===== config.mk =====
export PLATFORM = sky130hd
export DESIGN_NAME = packet_frame_reader_flat
export DESIGN_NICKNAME = d
export VERILOG_FILES = /design/src/hdl/pfr_pkg.sv /design/src/hdl/pfr_in_if.sv /design/src/hdl/pfr_out_if.sv /design/src/hdl/pfr_parser.sv /design/src/hdl/pfr_out_buf.sv /design/src/hdl/packet_frame_reader.sv /design/src/flat_wrapper.sv
export SDC_FILE = /design/constraint.sdc
export NUM_CORES = 1
export LEC_CHECK = 0
export BUFFER_PORTS_ARGS = -buffer_cell sky130_fd_sc_hd__buf_4
export CORE_ASPECT_RATIO = 0.75
export CORE_MARGIN = 3
export CORE_UTILIZATION = 41
export CTS_CLUSTER_SIZE = 24
export DETAILED_ROUTE_END_ITERATION = 12
export HOLD_SLACK_MARGIN = 0.02
export PLACE_DENSITY = 0.65
export SLEW_MARGIN = 20
export SYNTH_ARGS = -nofsm -noshare
export SYNTH_HDL_FRONTEND = slang
export SYNTH_HIERARCHICAL = 1
export SYNTH_SLANG_ARGS = --single-unit

===== constraint.sdc =====
create_clock -name clk_i -period 6.4 [get_ports clk_i]
set_input_delay 0.32 -clock clk_i [delete_from_list [all_inputs] [get_ports clk_i]]
set_output_delay 0.32 -clock clk_i [all_outputs]
set_load 0.03 [all_outputs]

===== src/hdl/pfr_pkg.sv =====
// Package for the packet frame reader: shared widths, register indexes,
// result kind codes, and the configuration and result structs.
// Has no dependencies; every other file of the block uses it.
package pfr_pkg;

  localparam int unsigned LengthWidthDefault = 24;

  localparam int unsigned ByteW    = 8;
  localparam int unsigned FlagsW   = 16;
  localparam int unsigned PartW    = 32;
  localparam int unsigned LenW     = 24;
  localparam int unsigned CfgDataW = 24;
  localparam int unsigned CfgIdxW  = 2;

  // Register indexes of the configuration port
  localparam logic [CfgIdxW-1:0] CfgExpectedVersion = 2'd0;
  localparam logic [CfgIdxW-1:0] CfgMaxPayload      = 2'd1;
  localparam logic [CfgIdxW-1:0] CfgBigEndian       = 2'd2;

  localparam logic [ByteW-1:0] VersionReset    = 8'd4;
  localparam logic [LenW-1:0]  MaxPayloadReset = 24'hFF_FFFF;
  localparam logic             BigEndianReset  = 1'b1;

  // Result kinds
  localparam logic [1:0] KindHeader  = 2'd0;
  localparam logic [1:0] KindPayload = 2'd1;
  localparam logic [1:0] KindVerErr  = 2'd2;
  localparam logic [1:0] KindLenErr  = 2'd3;

  typedef struct packed {
    logic [ByteW-1:0] expected_version;
    logic [LenW-1:0]  max_payload;
    logic             big_endian;
  } cfg_t;

  typedef struct packed {
    logic [1:0]              kind;
    logic [FlagsW-1:0]       flags_word;
    logic signed [PartW-1:0] partition;
    logic [LenW-1:0]         payload_length;
    logic [ByteW-1:0]        payload_byte;
    logic                    last;
  } result_t;

endpackage


===== src/hdl/pfr_in_if.sv =====
// Byte input channel of the packet frame reader: valid/ready plus one stream byte.
// Depends on pfr_pkg for the byte width.
interface pfr_in_if;
  logic                       valid;
  logic                       ready;
  logic [pfr_pkg::ByteW-1:0]  data_byte;

  modport source (output valid, output data_byte, input ready);
  modport sink (input valid, input data_byte, output ready);
endinterface


===== src/hdl/pfr_out_if.sv =====
// Result channel of the packet frame reader: valid/ready plus the result fields.
// Depends on pfr_pkg for the field widths.
interface pfr_out_if;
  logic                              valid;
  logic                              ready;
  logic [1:0]                        kind;
  logic [pfr_pkg::FlagsW-1:0]        flags_word;
  logic signed [pfr_pkg::PartW-1:0]  partition;
  logic [pfr_pkg::LenW-1:0]          payload_length;
  logic [pfr_pkg::ByteW-1:0]         payload_byte;
  logic                              last;

  modport source (
    output valid, output kind, output flags_word, output partition,
    output payload_length, output payload_byte, output last, input ready
  );
  modport sink (
    input valid, input kind, input flags_word, input partition,
    input payload_length, input payload_byte, input last, output ready
  );
endinterface


===== src/hdl/pfr_parser.sv =====
// Frame parser: phase register, header field assembly and payload counter.
// Produces at most one result per accepted byte. Depends on pfr_pkg.
module pfr_parser #(
  parameter int unsigned LENGTH_WIDTH = pfr_pkg::LengthWidthDefault
) (
  input  logic                      clk_i,
  input  logic                      rst_ni,
  input  pfr_pkg::cfg_t             cfg_i,
  input  logic                      accept_i,
  input  logic [pfr_pkg::ByteW-1:0] data_byte_i,
  output logic                      res_valid_o,
  output pfr_pkg::result_t          res_o
);

  localparam logic [2:0] PhVersion   = 3'd0;
  localparam logic [2:0] PhFlags     = 3'd1;
  localparam logic [2:0] PhPartition = 3'd2;
  localparam logic [2:0] PhLength    = 3'd3;
  localparam logic [2:0] PhPayload   = 3'd4;

  localparam logic [31:0] LenLimit = 32'((64'd1 << LENGTH_WIDTH) - 64'd1);

  // Insert one byte into a field; byte index cnt, order per be
  function automatic logic [31:0] place(input logic [31:0] acc, input logic [1:0] cnt,
                                        input logic [7:0] b, input logic be);
    logic [31:0] a;
    a = (cnt == 2'd0) ? 32'd0 : acc;
    if (be) begin
      return {a[23:0], b};
    end
    return a | ({24'd0, b} << {cnt, 3'b000});
  endfunction

  logic [2:0]                     phase_q, phase_d;
  logic [1:0]                     cnt_q, cnt_d;
  logic [pfr_pkg::FlagsW-1:0]     flags_q, flags_d;
  logic [31:0]                    part_q, part_d;
  logic [31:0]                    len_q, len_d;
  logic [LENGTH_WIDTH-1:0]        off_q, off_d;

  logic [31:0]             flags_new, part_new, len_new;
  logic [LENGTH_WIDTH-1:0] off_inc;
  logic                    len_bad, done;

  assign flags_new = place({16'd0, flags_q}, cnt_q, data_byte_i, cfg_i.big_endian);
  assign part_new  = place(part_q, cnt_q, data_byte_i, cfg_i.big_endian);
  assign len_new   = place(len_q, cnt_q, data_byte_i, cfg_i.big_endian);
  assign len_bad   = len_new[31] || (len_new > {8'd0, cfg_i.max_payload}) ||
                     (len_new > LenLimit);
  assign off_inc   = off_q + 1'b1;
  assign done      = (32'(off_inc) == len_q);

  always_comb begin
    phase_d = phase_q;
    cnt_d   = cnt_q;
    flags_d = flags_q;
    part_d  = part_q;
    len_d   = len_q;
    off_d   = off_q;
    res_valid_o          = 1'b0;
    res_o.kind           = pfr_pkg::KindHeader;
    res_o.flags_word     = flags_q;
    res_o.partition      = $signed(part_q);
    res_o.payload_length = len_q[pfr_pkg::LenW-1:0];
    res_o.payload_byte   = '0;
    res_o.last           = 1'b0;
    case (phase_q)
      PhFlags: begin
        flags_d = flags_new[pfr_pkg::FlagsW-1:0];
        if (cnt_q >= 2'd1) begin
          cnt_d   = 2'd0;
          phase_d = PhPartition;
        end else begin
          cnt_d = cnt_q + 2'd1;
        end
      end
      PhPartition: begin
        part_d = part_new;
        if (cnt_q == 2'd3) begin
          phase_d = PhLength;
        end
        cnt_d = cnt_q + 2'd1;
      end
      PhLength: begin
        len_d = len_new;
        cnt_d = cnt_q + 2'd1;
        if (cnt_q == 2'd3) begin
          res_valid_o      = 1'b1;
          res_o.flags_word = flags_q;
          res_o.partition  = $signed(part_q);
          if (len_bad) begin
            res_o.kind           = pfr_pkg::KindLenErr;
            res_o.payload_length = '0;
            res_o.last           = 1'b1;
            phase_d              = PhVersion;
          end else begin
            off_d                = '0;
            res_o.kind           = pfr_pkg::KindHeader;
            res_o.payload_length = len_new[pfr_pkg::LenW-1:0];
            res_o.last           = (len_new == 32'd0);
            phase_d              = (len_new == 32'd0) ? PhVersion : PhPayload;
          end
        end
      end
      PhPayload: begin
        res_valid_o        = 1'b1;
        res_o.kind         = pfr_pkg::KindPayload;
        res_o.payload_byte = data_byte_i;
        res_o.last         = done;
        off_d              = done ? '0 : off_inc;
        if (done) begin
          phase_d = PhVersion;
        end
      end
      default: begin
        // Version byte; unused phase codes land here too
        cnt_d   = 2'd0;
        phase_d = PhVersion;
        if (data_byte_i != cfg_i.expected_version) begin
          res_valid_o          = 1'b1;
          res_o.kind           = pfr_pkg::KindVerErr;
          res_o.flags_word     = '0;
          res_o.partition      = -32'sd1;
          res_o.payload_length = '0;
          res_o.last           = 1'b1;
        end else begin
          flags_d = '0;
          part_d  = '1;
          len_d   = '0;
          off_d   = '0;
          phase_d = PhFlags;
        end
      end
    endcase
    if (!accept_i) begin
      res_valid_o = 1'b0;
    end
  end

  always_ff @(posedge clk_i or negedge rst_ni) begin
    if (!rst_ni) begin
      phase_q <= PhVersion;
      cnt_q   <= 2'd0;
      flags_q <= '0;
      part_q  <= '1;
      len_q   <= '0;
      off_q   <= '0;
    end else if (accept_i) begin
      phase_q <= phase_d;
      cnt_q   <= cnt_d;
      flags_q <= flags_d;
      part_q  <= part_d;
      len_q   <= len_d;
      off_q   <= off_d;
    end
  end

endmodule


===== src/hdl/pfr_out_buf.sv =====
// Two-entry result stage: an output register plus a skid register, so the
// input side keeps moving while a result waits. Depends on pfr_pkg.
module pfr_out_buf (
  input  logic             clk_i,
  input  logic             rst_ni,
  input  logic             push_i,
  input  pfr_pkg::result_t push_data_i,
  output logic             can_push_o,
  output logic             valid_o,
  output pfr_pkg::result_t data_o,
  input  logic             ready_i
);

  logic             main_v_q, skid_v_q;
  pfr_pkg::result_t main_q, skid_q;
  logic             pop;

  assign pop        = main_v_q && ready_i;
  assign can_push_o = !skid_v_q;
  assign valid_o    = main_v_q;
  assign data_o     = main_q;

  always_ff @(posedge clk_i or negedge rst_ni) begin
    if (!rst_ni) begin
      main_v_q <= 1'b0;
      skid_v_q <= 1'b0;
    end else if (pop) begin
      if (skid_v_q) begin
        skid_v_q <= 1'b0;
      end else begin
        main_v_q <= push_i;
      end
    end else if (push_i) begin
      if (main_v_q) begin
        skid_v_q <= 1'b1;
      end else begin
        main_v_q <= 1'b1;
      end
    end
  end

  always_ff @(posedge clk_i) begin
    if (pop) begin
      if (skid_v_q) begin
        main_q <= skid_q;
      end else if (push_i) begin
        main_q <= push_data_i;
      end
    end else if (push_i) begin
      if (main_v_q) begin
        skid_q <= push_data_i;
      end else begin
        main_q <= push_data_i;
      end
    end
  end

endmodule


===== src/hdl/packet_frame_reader.sv =====
// Packet frame reader: takes one stream byte per cycle and parses back-to-back
// length-prefixed frames. Throughput is one byte per clock; each result is
// registered in the result stage before it reaches out_if. That two-entry stage keeps
// the byte input ready while one result waits; input stalls only once both are full.
// Configuration writes are taken at any edge with cfg_we_i high and act on the next byte.
// Depends on pfr_pkg, pfr_in_if, pfr_out_if, pfr_parser and pfr_out_buf.
module packet_frame_reader #(
  parameter int unsigned LENGTH_WIDTH = pfr_pkg::LengthWidthDefault
) (
  input  logic                         clk_i,
  input  logic                         rst_ni,
  input  logic                         cfg_we_i,
  input  logic [pfr_pkg::CfgIdxW-1:0]  cfg_index_i,
  input  logic [pfr_pkg::CfgDataW-1:0] cfg_data_i,
  pfr_in_if.sink                       in_if,
  pfr_out_if.source                    out_if
);

  pfr_pkg::cfg_t    cfg_q;
  pfr_pkg::result_t res, out_data;
  logic             res_valid, can_push, accept;

  always_ff @(posedge clk_i or negedge rst_ni) begin
    if (!rst_ni) begin
      cfg_q.expected_version <= pfr_pkg::VersionReset;
      cfg_q.max_payload      <= pfr_pkg::MaxPayloadReset;
      cfg_q.big_endian       <= pfr_pkg::BigEndianReset;
    end else if (cfg_we_i) begin
      case (cfg_index_i)
        pfr_pkg::CfgExpectedVersion: cfg_q.expected_version <= cfg_data_i[7:0];
        pfr_pkg::CfgMaxPayload:      cfg_q.max_payload      <= cfg_data_i;
        pfr_pkg::CfgBigEndian:       cfg_q.big_endian       <= cfg_data_i[0];
        default: ;
      endcase
    end
  end

  assign in_if.ready = can_push;
  assign accept      = in_if.valid && can_push;

  pfr_parser #(
    .LENGTH_WIDTH(LENGTH_WIDTH)
  ) u_parser (
    .clk_i       (clk_i),
    .rst_ni      (rst_ni),
    .cfg_i       (cfg_q),
    .accept_i    (accept),
    .data_byte_i (in_if.data_byte),
    .res_valid_o (res_valid),
    .res_o       (res)
  );

  pfr_out_buf u_out_buf (
    .clk_i       (clk_i),
    .rst_ni      (rst_ni),
    .push_i      (res_valid),
    .push_data_i (res),
    .can_push_o  (can_push),
    .valid_o     (out_if.valid),
    .data_o      (out_data),
    .ready_i     (out_if.ready)
  );

  assign out_if.kind           = out_data.kind;
  assign out_if.flags_word     = out_data.flags_word;
  assign out_if.partition      = out_data.partition;
  assign out_if.payload_length = out_data.payload_length;
  assign out_if.payload_byte   = out_data.payload_byte;
  assign out_if.last           = out_data.last;

endmodule

===== src/flat_wrapper.sv =====
// flat-port wrapper written by rule: the top's interface ports become plain ports
module packet_frame_reader_flat 
#(
  parameter int unsigned LENGTH_WIDTH = pfr_pkg::LengthWidthDefault
)
  (clk_i, rst_ni, cfg_we_i, cfg_index_i, cfg_data_i, in_if_valid, in_if_data_byte, in_if_ready, out_if_valid, out_if_kind, out_if_flags_word, out_if_partition, out_if_payload_length, out_if_payload_byte, out_if_last, out_if_ready);
  pfr_in_if in_if_i ();
  pfr_out_if out_if_i ();
  input  logic clk_i;
  input  logic rst_ni;
  input  logic cfg_we_i;
  input  logic [pfr_pkg::CfgIdxW-1:0] cfg_index_i;
  input  logic [pfr_pkg::CfgDataW-1:0] cfg_data_i;
  input wire logic [$bits(in_if_i.valid)-1:0] in_if_valid;
  input wire logic [$bits(in_if_i.data_byte)-1:0] in_if_data_byte;
  output wire logic [$bits(in_if_i.ready)-1:0] in_if_ready;
  output wire logic [$bits(out_if_i.valid)-1:0] out_if_valid;
  output wire logic [$bits(out_if_i.kind)-1:0] out_if_kind;
  output wire logic [$bits(out_if_i.flags_word)-1:0] out_if_flags_word;
  output wire logic [$bits(out_if_i.partition)-1:0] out_if_partition;
  output wire logic [$bits(out_if_i.payload_length)-1:0] out_if_payload_length;
  output wire logic [$bits(out_if_i.payload_byte)-1:0] out_if_payload_byte;
  output wire logic [$bits(out_if_i.last)-1:0] out_if_last;
  input wire logic [$bits(out_if_i.ready)-1:0] out_if_ready;
  assign in_if_i.valid = in_if_valid;
  assign in_if_i.data_byte = in_if_data_byte;
  assign in_if_ready = in_if_i.ready;
  assign out_if_valid = out_if_i.valid;
  assign out_if_kind = out_if_i.kind;
  assign out_if_flags_word = out_if_i.flags_word;
  assign out_if_partition = out_if_i.partition;
  assign out_if_payload_length = out_if_i.payload_length;
  assign out_if_payload_byte = out_if_i.payload_byte;
  assign out_if_last = out_if_i.last;
  assign out_if_i.ready = out_if_ready;
  packet_frame_reader #(.LENGTH_WIDTH(LENGTH_WIDTH)) u_core (.clk_i(clk_i), .rst_ni(rst_ni), .cfg_we_i(cfg_we_i), .cfg_index_i(cfg_index_i), .cfg_data_i(cfg_data_i), .in_if(in_if_i), .out_if(out_if_i));
endmodule

# Word-level counts from Yosys, hierarchy flattened
# Index checks and enable logic that the tools add are counted.
# totals
wordCells	143
register_bits	310
# classes
n_reduce_logical	29
magnitude_cmp	3
shifts	1
n_bitwise	9
n_addsub	2
mux	56
eq_ne	20
# ops
cell	count
$mux W83	5
$mux W32	8
$mux W74	2
$pmux W72 S2	1
$pmux W32 S2	2
$mux W24	5
$pmux W24 S3	1
$mux W16	4
$or A32 B32 Y32	2
$eq A24 B32 Y1	1
$gt A32 B24 Y1	1
$gt A32 B24 Y1 const B	1
$logic_not A32 Y1	1
$pmux W16 S2	1
$shl A8 B5 Y32	1
$add A24 B1 Y24 const B	1
$mux W3	6
$or A16 B16 Y16	1
$reduce_and A3 Y1	5
$mux W1	13
$ne A2 B2 Y1 const B	6
$pmux W2 S3	2
$pmux W3 S4	1
$reduce_and A2 Y1	6
other kinds (22)	43

# Depth between registers and ports, before layout
# Gate-level depths: netlist (run 1).
# logic_depth
depth_word	13
mapped_depth	18

# By module
# The synthesis (run 1) kept the hierarchy.
# by_module_without_submodules
module	cells_per_inst	area_per_inst_um2	n_inst
pfr_parser	1014	8433.1	1
pfr_out_buf	270	6379.9	1
packet_frame_reader	72	1305.0	1

# Least setup slack after synthesis (run 1)
# No wires, ideal clock.
# synth_path
kind	register to register
from	register u_core.u_parser.phase_q[1]
to	register u_core.u_out_buf.main_q, in the netlist u_core/u_out_buf/data_o[0], enable pin
path_slack_ns	0.436
setup_ns	0.552
stages_incl_launch_ff	9
t_arrival_ns	5.412
required_ns	5.848
cell_sequence	dfrtp_1 clkbuf_1 nor2b_1 clkbuf_1 nand3_1 o21a_1 nor2_1 a21oi_1 a21oi_1
# synth_via
elab_chain_len	6
word_cells_on_any_way	10
# synth_lines
element	line	text
start, declared	pfr_parser.sv:34	logic [2:0] phase_q, phase_d;
start signal, assigned	pfr_parser.sv:142	phase_q <= PhVersion;
start signal, assigned	pfr_parser.sv:149	phase_q <= phase_d;
$eq A3 B2 Y1 or $eq A3 B1 Y1 (tied branches)	pfr_parser.sv:67	case (phase_q)
$reduce_or A2 Y1 (no line)	n/a	
$pmux W1 S3 (*)	pfr_parser.sv:67	
$mux W1 (*)	pfr_parser.sv:135	if (!accept_i) begin
net u_core.res_valid	packet_frame_reader.sv:21	logic res_valid, can_push, accept;
$reduce_bool A2 Y1 (no line)	n/a	
$reduce_and A3 Y1 (no line) (*)	n/a	
end signal, assigned	pfr_out_buf.sv:45	main_q <= skid_q;
end signal, assigned	pfr_out_buf.sv:47	main_q <= push_data_i;
end signal, assigned	pfr_out_buf.sv:53	main_q <= push_data_i;
end, declared	pfr_out_buf.sv:15	pfr_pkg::result_t main_q, skid_q;
# The timed path passes the listed nets; every way through them passes the cells marked *.
# A chain may end at the register's enable or synchronous reset.

==> flow_metrics.env, run 1 <==
export IMPL_yosysSeqAreaShare=0.5373
export IMPL_synth_main_ff_cell="edfxtp_1"
export IMPL_drive_gt1_frac=0.2907
export IMPL_synth_nets=1423
export IMPL_synth_compound_area_frac=0.1317
export IMPL_cp_num_buf_inv=4
export IMPL_syn_area_um2=16120
export IMPL_cp_data_required_time_ps=6810
export IMPL_outcome="completed"
export IMPL_io_buffers=123
export IMPL_fin_skew_ps=23.72
export IMPL_synthTopCellsByCount="edfxtp_1, nand2_1, o21ai_0, dfrtp_1, mux2_4"
export IMPL_grt_first_pass_wirelength_mm=66.88
export IMPL_htree_levels=2
export IMPL_synth_async_reset_ratio=0.4645
export IMPL_yosys_area_share_xor_xnor=0.02228
export IMPL_yosys_area_top_type="edfxtp_1"
export IMPL_design_core_area_um2=38550
export IMPL_synthSimpleGateAreaFrac=0.1156
export IMPL_critPathTopFamily="simple AND/OR/NAND/NOR gates"
export IMPL_dieHeight_um=177.7
export IMPL_maxSlewHeadroom=0.2760
export IMPL_p_leak_nw=7.838
export IMPL_first_iter_violations=1037
export IMPL_ir_drop_uv=213.8
export IMPL_finalPower_mw=6.961
export IMPL_place_gp_congestion=0.9442
export IMPL_synthMuxAreaShare=0.1279
export IMPL_grt_max_degree=78
export IMPL_p_per_area_nw_per_um2=373.2
export IMPL_fin_nets=1519
export IMPL_cp_slowest_cell="ha_1"
export IMPL_postSynthAreaPerCell_um2=11.89
export IMPL_maxSlewViolCount=0
export IMPL_clkSinkCount=310
export IMPL_num_rows=62
export IMPL_fp_dieW_um=234.9
export IMPL_path_clk_slew_ps=60
export IMPL_synth_adder_area_share=0.02236
export IMPL_final_fill_count=3431
export IMPL_critPathLaunchType="flop"
export IMPL_synth_area_top_cells="edfxtp_1, dfrtp_1, dfstp_2"
export IMPL_grt_setup_unrepaired="false"
export IMPL_antenna_found_initial=0
export IMPL_final_setup_viol_count=0
export IMPL_fin_crit_ps=5101
export IMPL_synth_edff_count=166
export IMPL_fin_tns_setup_ps=0
export IMPL_path_cells="inv_1 -> ha_1 -> buf_4 -> o21ai_0 -> ha_1 -> nand4_1 -> or4_1 -> nor3_1 -> mux2i_1 -> a21oi_1 -> and2_1 -> buf_4 -> inv_1 -> o21ai_0 -> mux2_2"
export IMPL_worstHoldPathType="in -> reg"
export IMPL_ys_ff_latch=310
export IMPL_ys_types=78
export IMPL_first_pass_iters=5
export IMPL_grt_pass1_vias=11120
export IMPL_cts_root_buf="clkbuf_16"
export IMPL_io_pins=124
export IMPL_max_cap_violations=0
export IMPL_finalHoldViolations=0
export IMPL_setup_slack_ps=1299
export IMPL_finalCritPeriodShare=0.7970
export IMPL_crit_arrival_ps=5510
export IMPL_num_vias=11410
export IMPL_worst_pin_slew_ps=1083
export IMPL_grt_total_usage=0.2027
export IMPL_critical_path_endpoint_type="flop"
export IMPL_die_area_um2=41750
export IMPL_insertion_delay_ps=530
export IMPL_area_growth_pct=15.73
export IMPL_start_util=0.4181
export IMPL_clock_path_buffers=3
export IMPL_synth_top_cell_area_share=0.3093
export IMPL_drc=0
export IMPL_overflow=0
export IMPL_worstSetupPathType="reg -> reg"
export IMPL_drt_total_wl_mm=42.85
export IMPL_max_stage_delay_ps=660
export IMPL_synth_top_family_by_area="compound AO/OA/AOI/OAI gates"
export IMPL_wire_per_inst_um=21.51
export IMPL_yosysMostFrequentCell="edfxtp_1"
export IMPL_place_ws_ps=1496
export IMPL_cp_max_fo=24
export IMPL_ant_nets=0
export IMPL_timing_fmax_mhz=196.1
export IMPL_cts_tree="done"
export IMPL_via_per_inst=5.727
export IMPL_ys_warn_count=6
export IMPL_numCtsBuffers=35
export IMPL_hpwl_mm=29.25
export IMPL_r2r_setup_slack_ps=1300
export IMPL_syn_inst=1356
==> logic make-up (layout without fill, tap and decap cells) <==
| family | count (synthesis) | after routing |
|---|---|---|
| XOR/XNOR | 41 | 41 |
| AO/OA/AOI/OAI | 315 | 315 |
| buffers and inverters | 143 | 266 |
| AND/OR/NAND/NOR | 353 | 353 |
| flip-flops | 310 | 310 |
| other | 0 | 1 |
| multiplexers | 165 | 165 |
| adder cells (fa/ha/maj) | 29 | 29 |
==> layer usage <==
metal / vias to the layer above / share of wire / GRT usage
met4: 0 / 0.023 / 0.05912
met3: 63 / 0.076 / 0.03542
met5: - / 0 / 0
met2: 480 / 0.43 / 0.2953
li1: 5207 / - / -
met1: 5658 / 0.47 / 0.3083
==> metrics by stage <==
stage	hold slack, ps	area [um^2]	cells	util
2_1_floorplan	24.41	16120	1356	-
3_3_place_gp	397.1	17350	1913	0.4501
3_5_place_dp	400.3	17350	1913	0.4501
4_1_cts	20.24	18620	1990	0.4829
5_1_grt	24.62	18650	1991	0.4837
6_report	42.43	18650	1992	0.4838
==> final timing paths <==
check | from | end | cells after the start
max | u_core/u_parser/cnt_q[0] | u_core/u_out_buf/data_o[9] | 15
min | cfg_data_i[23] | u_core/cfg_q[24] | 2
max reg2reg | u_core/u_parser/cnt_q[0] | u_core/u_out_buf/data_o[9] | 15
min reg2reg | u_core/u_parser/part_q[20] | u_core/u_parser/part_q[20] | 2
max in group asynchronous | rst_ni | u_core/u_parser/off_q[2] | 3
min in group asynchronous | rst_ni | u_core/u_parser/cnt_q[1] | 2
==> layout by cell type, fill, tap and decap left out, types with 47 or more instances in the layout <==
| cell | netlist | final |
|---|---|---|
| dfrtp_1 | 86 | 86 |
| mux2_4 | 70 | 70 |
| buf_4 | 3 | 138 |
| nand2_1 | 155 | 155 |
| mux2i_1 | 48 | 48 |
| inv_1 | 47 | 47 |
| edfxtp_1 | 166 | 166 |
| dfstp_2 | 58 | 58 |
| o21ai_0 | 106 | 106 |
==> sequential cells by signal, summed over array words and instances, names as in the netlist, 2 cells and up <==
| name | cells |
|---|---|
| u_core/u_parser/len_q | 32 |
| u_core/u_out_buf/skid_q | 83 |
| u_core/u_parser/flags_q | 16 |
| u_core/cfg_q | 33 |
| u_core/u_parser/off_q | 24 |
| u_core/u_parser/cnt_q | 2 |
| u_core/u_out_buf/data_o | 83 |
| u_core/u_parser/phase_q | 3 |
| u_core/u_parser/part_q | 32 |
==> cell type report <==
cell class,count,area [um^2],share of cell area
inverters,47,176.4,0.009458
clock buffers,45,944.7,0.05064
well taps,512,640.6,0.03434
diodes,1,2.502,0.0001342
clock inverters,19,190.2,0.01020
repair buffers,155,1236,0.06627
multi-input cells,903,6802,0.3646
flip-flops and latches,310,8661,0.4643
==> worst register-to-register path, stage by stage, from the launching register on <==
cell and delay, ps:
dfrtp_1 470, inv_1 180, ha_1 660, buf_4 400
o21ai_0 260, ha_1 390, nand4_1 140, or4_1 600
nor3_1 230, mux2i_1 100, a21oi_1 390, and2_1 190
buf_4 240, inv_1 190, o21ai_0 330, mux2_2 230
==> what timing repair did <==
action                    in CTS  in global routing
hold buffers                  13                  0
buffers inserted               0                  0
hold endpoints to repair      53                  0
resized for setup              0                  0
==> where the power goes <==
part / internal [mW] / total, mW / switching, mW / leakage (nW)
Sequential: 2.63 / 2.88 / 0.254 / 3.28
Clock: 1.17 / 2.00 / 0.820 / 0.561
Combinational: 0.813 / 2.09 / 1.27 / 4.00
Note: power is estimated with default switching activity, not from simulation.
==> inputs of run 2 (changes only) <==
- clock period: 6.4 -> 4.1 ns (I/O delays scaled with it)
==> flow_metrics.env, run 2 (same netlist as run 1, synthesis figures left out) <==
export IMPL_first_iter_violations=1181
export IMPL_design_core_area_um2=38550
export IMPL_cts_root_buf="clkbuf_16"
export IMPL_final_cell_mix="buf_4, edfxtp_1, nand2_1, o21ai_0, dfrtp_1"
export IMPL_clock_path_buffers=3
export IMPL_area_growth_pct=18.30
export IMPL_htree_levels=2
export IMPL_ir_drop_uv=278.6
export IMPL_drc=0
export IMPL_worstSetupPathType="reg -> reg"
export IMPL_insertion_delay_ps=540
export IMPL_grt_pass1_vias=11150
export IMPL_grt_max_degree=114
export IMPL_outcome="completed"
export IMPL_critPathTopFamily="simple AND/OR/NAND/NOR gates"
export IMPL_num_vias=11630
export IMPL_clkSinkCount=310
export IMPL_fp_dieW_um=234.9
export IMPL_maxSlewViolCount=0
export IMPL_first_pass_iters=5
export IMPL_critical_path_endpoint_type="flop"
export IMPL_mostFrequentLayoutCell="buf_4"
export IMPL_drive_gt1_frac=0.3110
export IMPL_fin_crit_ps=3915
export IMPL_grt_first_pass_wirelength_mm=67.89
export IMPL_dieHeight_um=177.7
export IMPL_place_ws_ps=20.82
export IMPL_diodes=0
export IMPL_start_util=0.4181
export IMPL_p_leak_nw=8.072
export IMPL_cp_max_fo=44
export IMPL_ant_nets=0
export IMPL_fin_nets=1578
export IMPL_finalCritPeriodShare=0.9549
export IMPL_cp_slowest_cell="dfstp_4"
export IMPL_place_area_um2=17770
export IMPL_place_gp_congestion=0.9289
export IMPL_hold_worst_slack_ps=60.10
export IMPL_io_pins=124
export IMPL_wire_per_inst_um=21.57
export IMPL_numCtsBuffers=34
export IMPL_seq_area_um2=8665
export IMPL_p_per_area_nw_per_um2=560.9
export IMPL_setup_slack_ps=185.0
export IMPL_crit_arrival_ps=4210
export IMPL_antenna_found_initial=0
export IMPL_max_cap_violations=0
export IMPL_num_rows=62
export IMPL_drt_total_wl_mm=44.19
export IMPL_via_per_inst=5.675
export IMPL_hpwl_mm=30.47
export IMPL_worst_pin_slew_ps=1065
export IMPL_maxSlewHeadroom=0.2884
export IMPL_fin_area_um2=19070
export IMPL_fin_skew_ps=30.44
export IMPL_critPathLaunchType="flop"
export IMPL_cp_num_buf_inv=1
export IMPL_cts_tree="done"
export IMPL_io_buffers=123
export IMPL_grt_total_usage=0.2081
export IMPL_die_area_um2=41750
export IMPL_final_fill_count=3391
export IMPL_worstHoldPathType="in -> reg"
export IMPL_postCtsSetupRepairBufs=0
export IMPL_path_cells="buf_4 -> and3b_1 -> o2bb2ai_1 -> nor4_1 -> o2111ai_1 -> a21oi_2 -> o21a_1 -> nor2_1 -> or3_1 -> mux2_2"
export IMPL_timing_fmax_mhz=255.4
export IMPL_finalHoldViolations=0
export IMPL_final_setup_viol_count=0
export IMPL_multi_input_area_um2=6828
export IMPL_path_clk_slew_ps=70
export IMPL_cp_data_required_time_ps=4390
export IMPL_overflow=0
export IMPL_max_stage_delay_ps=770
## run 2: power breakdown
part / internal (mW) / switching [mW]
logic: 1.36 / 2.03
clock network: 1.57 / 1.26
registers: 4.10 / 0.387
total: 7.02 / 3.67
## run 2: routing by layer
metal  global-route usage  routed length, um
met5                    0                  0
met3              0.04738               4122
met2               0.2997              18520
met4              0.05326                918
met1               0.3151              20630
## run 2: worst register-to-register path: cells and delay by family (launching register included)
family,cells,cell delay [ps]
DFF,1,770
muxes,1,270
AOI/OAI and AO/OA,4,900
and+or+nand+nor,4,1130
buffers and inverters,1,600
## run 2: layout make-up
cell class | count | share of cell area
Sequential cell | 310 | 0.4544
Multi-Input combinational cell | 903 | 0.3581
Timing Repair Buffer | 215 | 0.09187
Clock buffer | 45 | 0.04751
Tap cell | 512 | 0.03360
Inverter | 47 | 0.009253
Clock inverter | 17 | 0.005250
## run 2: what timing repair did
action,CTS,global route
hold buffers,26,0
gates resized for setup,0,15
endpoints found under the hold margin,91,0
setup endpoints to repair,0,41
## run 2: stage by stage
step / util / TNS [ps] / cells / power (mW)
after floorplan: - / 0 / 1356 / 6.744
after global placement: 0.4608 / 0 / 1961 / 7.841
after detailed placement: 0.4608 / 0 / 1961 / 7.885
after CTS: 0.4937 / 0 / 2049 / 10.76
after global routing: 0.4945 / -17.09 / 2049 / 11.20
final: 0.4945 / 0 / 2049 / 10.70
## run 2: path summary, 6_finish.rpt
check	startpoint	endpoint	slack (ps)	depth (start not counted)
setup / recovery	u_core/cfg_q[0]	u_core/u_out_buf/data_o[0]	180	10
hold / removal	in_if_data_byte[0]	u_core/u_parser/flags_q[0]	60	3
setup reg to reg	u_core/cfg_q[0]	u_core/u_out_buf/data_o[0]	180	10
hold reg to reg	u_core/u_parser/part_q[19]	u_core/u_parser/part_q[19]	480	2
max in group asynchronous	rst_ni	u_core/cfg_q[2]	2620	3
min in group asynchronous	rst_ni	u_core/u_parser/cnt_q[1]	400	2
==> inputs of run 3 (changes only) <==
- MAX_ROUTING_LAYER: unset -> met4
==> flow_metrics.env, run 3 (same netlist as run 1, synthesis figures left out) <==
export IMPL_clock_path_buffers=3
export IMPL_final_cell_mix="buf_4, edfxtp_1, nand2_1, o21ai_0, dfrtp_1"
export IMPL_highest_layer="met4"
export IMPL_outcome="completed"
export IMPL_design_core_area_um2=38550
export IMPL_place_ws_ps=59.10
export IMPL_clockPowerShare=0.293
export IMPL_setup_slack_ps=167.1
export IMPL_htree_levels=2
export IMPL_drc=0
export IMPL_drive_gt1_frac=0.3180
export IMPL_wire_per_inst_um=21.77
export IMPL_final_setup_viol_count=0
export IMPL_ant_nets=0
export IMPL_area_growth_pct=20.07
export IMPL_worst_pin_slew_ps=886.3
export IMPL_place_gp_congestion=0.9564
export IMPL_numCtsBuffers=34
export IMPL_drt_total_wl_mm=44.83
export IMPL_insertion_delay_ps=520
export IMPL_max_cap_violations=0
export IMPL_critical_path_endpoint_type="flop"
export IMPL_first_iter_violations=1046
export IMPL_maxSlewViolCount=0
export IMPL_first_pass_iters=5
export IMPL_cts_tree="done"
export IMPL_finalHoldViolations=0
export IMPL_multi_input_area_um2=6827
export IMPL_overflow=0
export IMPL_die_area_um2=41750
export IMPL_io_pins=124
export IMPL_seq_power_share=0.400
export IMPL_num_vias=11680
export IMPL_final_util=0.5019
export IMPL_dieHeight_um=177.7
export IMPL_max_stage_delay_ps=760
export IMPL_ir_drop_uv=276.4
export IMPL_grt_max_degree=84
export IMPL_io_buffers=123
export IMPL_grt_pass1_vias=11290
export IMPL_maxSlewHeadroom=0.4069
export IMPL_sw_frac_of_total=0.3283
export IMPL_cp_num_buf_inv=4
export IMPL_worstSetupPathType="reg -> reg"
export IMPL_cellInternalPower_mw=7.518
export IMPL_cp_max_fo=13
export IMPL_p_leak_nw=8.213
export IMPL_fp_dieW_um=234.9
export IMPL_worstHoldPathType="in -> reg"
export IMPL_final_fill_count=3315
export IMPL_diodes=0
export IMPL_fin_nets=1589
export IMPL_critPathTopFamily="simple AND/OR/NAND/NOR gates"
export IMPL_grt_total_usage=0.2191
export IMPL_num_rows=62
export IMPL_p_per_area_nw_per_um2=578.3
export IMPL_start_util=0.4181
export IMPL_fin_crit_ps=3933
export IMPL_antenna_found_initial=0
export IMPL_crit_arrival_ps=4190
export IMPL_hpwl_mm=31.16
export IMPL_critPathLaunchType="flop"
export IMPL_dr_wl_met2_mm=18.75
export IMPL_grt_first_pass_wirelength_mm=69.15
export IMPL_path_cells="buf_12 -> mux2i_1 -> o21ai_0 -> ha_1 -> nand4_1 -> or4_1 -> o2111ai_1 -> a21oi_2 -> buf_4 -> and2_1 -> inv_1 -> o21ai_0 -> buf_4 -> mux2_2"
export IMPL_cp_slowest_cell="dfstp_4"
export IMPL_timing_fmax_mhz=254.3
export IMPL_path_clk_slew_ps=60
export IMPL_cts_root_buf="clkbuf_16"
export IMPL_finalCritPeriodShare=0.9592
export IMPL_fin_skew_ps=15.92
export IMPL_wl_met3_mm=3.745
export IMPL_pwr_share_comb=0.307
export IMPL_wl_met1_mm=21.36
export IMPL_cp_data_required_time_ps=4360
export IMPL_seq_area_um2=8666
export IMPL_clkSinkCount=310
export IMPL_switchingPower_mw=3.674
export IMPL_mostFrequentLayoutCell="buf_4"
export IMPL_via_per_inst=5.672
## run 3: power by group through the flow
| stage | registers [mW] | logic [mW] | clock network [mW] |
|---|---|---|---|
| final | 4.48 | 3.44 | 3.28 |
| after global routing | 4.55 | 3.69 | 3.47 |
| after CTS | 4.48 | 3.44 | 3.35 |
| after detailed placement | 4.52 | 3.41 | 0 |
| after global placement | 4.52 | 3.37 | 0 |
| after floorplan | 4.98 | 1.76 | 0 |
## run 3: final timing paths
check | end | slack [ps] | startpoint | cells past startpoint
worst max register to register | u_core/u_out_buf/data_o[9] | 170 | u_core/cfg_q[0] | 14
max in group asynchronous | u_core/cfg_q[2] | 2760 | rst_ni | 3
min in group asynchronous | u_core/u_out_buf/skid_v_q | 310 | rst_ni | 2
worst max-delay path | u_core/u_out_buf/data_o[9] | 170 | u_core/cfg_q[0] | 14
worst min-delay path | u_core/u_parser/flags_q[0] | 80 | in_if_data_byte[0] | 3
worst min register to register | u_core/u_parser/part_q[17] | 480 | u_core/u_parser/part_q[17] | 2
## run 3: metal layers
layer / vias up / global-route usage
li1: 5331 / -
met1: 5791 / 0.3257
met2: 481 / 0.3026
met3: 76 / 0.04598
met4: 0 / 0.05657
met5: - / -
## run 3: repair_timing
action / CTS / global route
hold buffers: 26 / 0
resized for setup: 0 / 18
buffers inserted: 0 / 2
endpoints found under the setup margin: 0 / 64
hold endpoints to repair: 79 / 0
## run 3: metrics by stage
stage / instance area [um^2] / hold WS, ps / power (mW) / std cells / TNS, ps
floorplan: 16120 / -90.59 / 6.744 / 1356 / 0
global placement: 17860 / 332.6 / 7.887 / 1970 / -14.59
CTS: 19300 / 38.81 / 11.27 / 2057 / 0
finish: 19350 / 75.45 / 11.19 / 2059 / 0
detailed placement: 17860 / 320.3 / 7.930 / 1970 / 0
global route: 19350 / 75.13 / 11.71 / 2059 / -6.336
## run 3: final cells by class
cell class,count,area share
tap,512,0.03310
timing repair buffer,226,0.09595
multi-input combinational,903,0.3528
inverter,47,0.009116
clock inverter,17,0.01377
clock buffer,44,0.04752
sequential,310,0.4478
## run 3: worst register-to-register path, delay by kind of cell (launching register included)
kind | cells | cell delay [ps]
simple gates | 3 | 840
flops | 1 | 760
buf+inv | 4 | 710
compound gates | 4 | 620
mux | 2 | 450
fa+ha+maj | 1 | 310
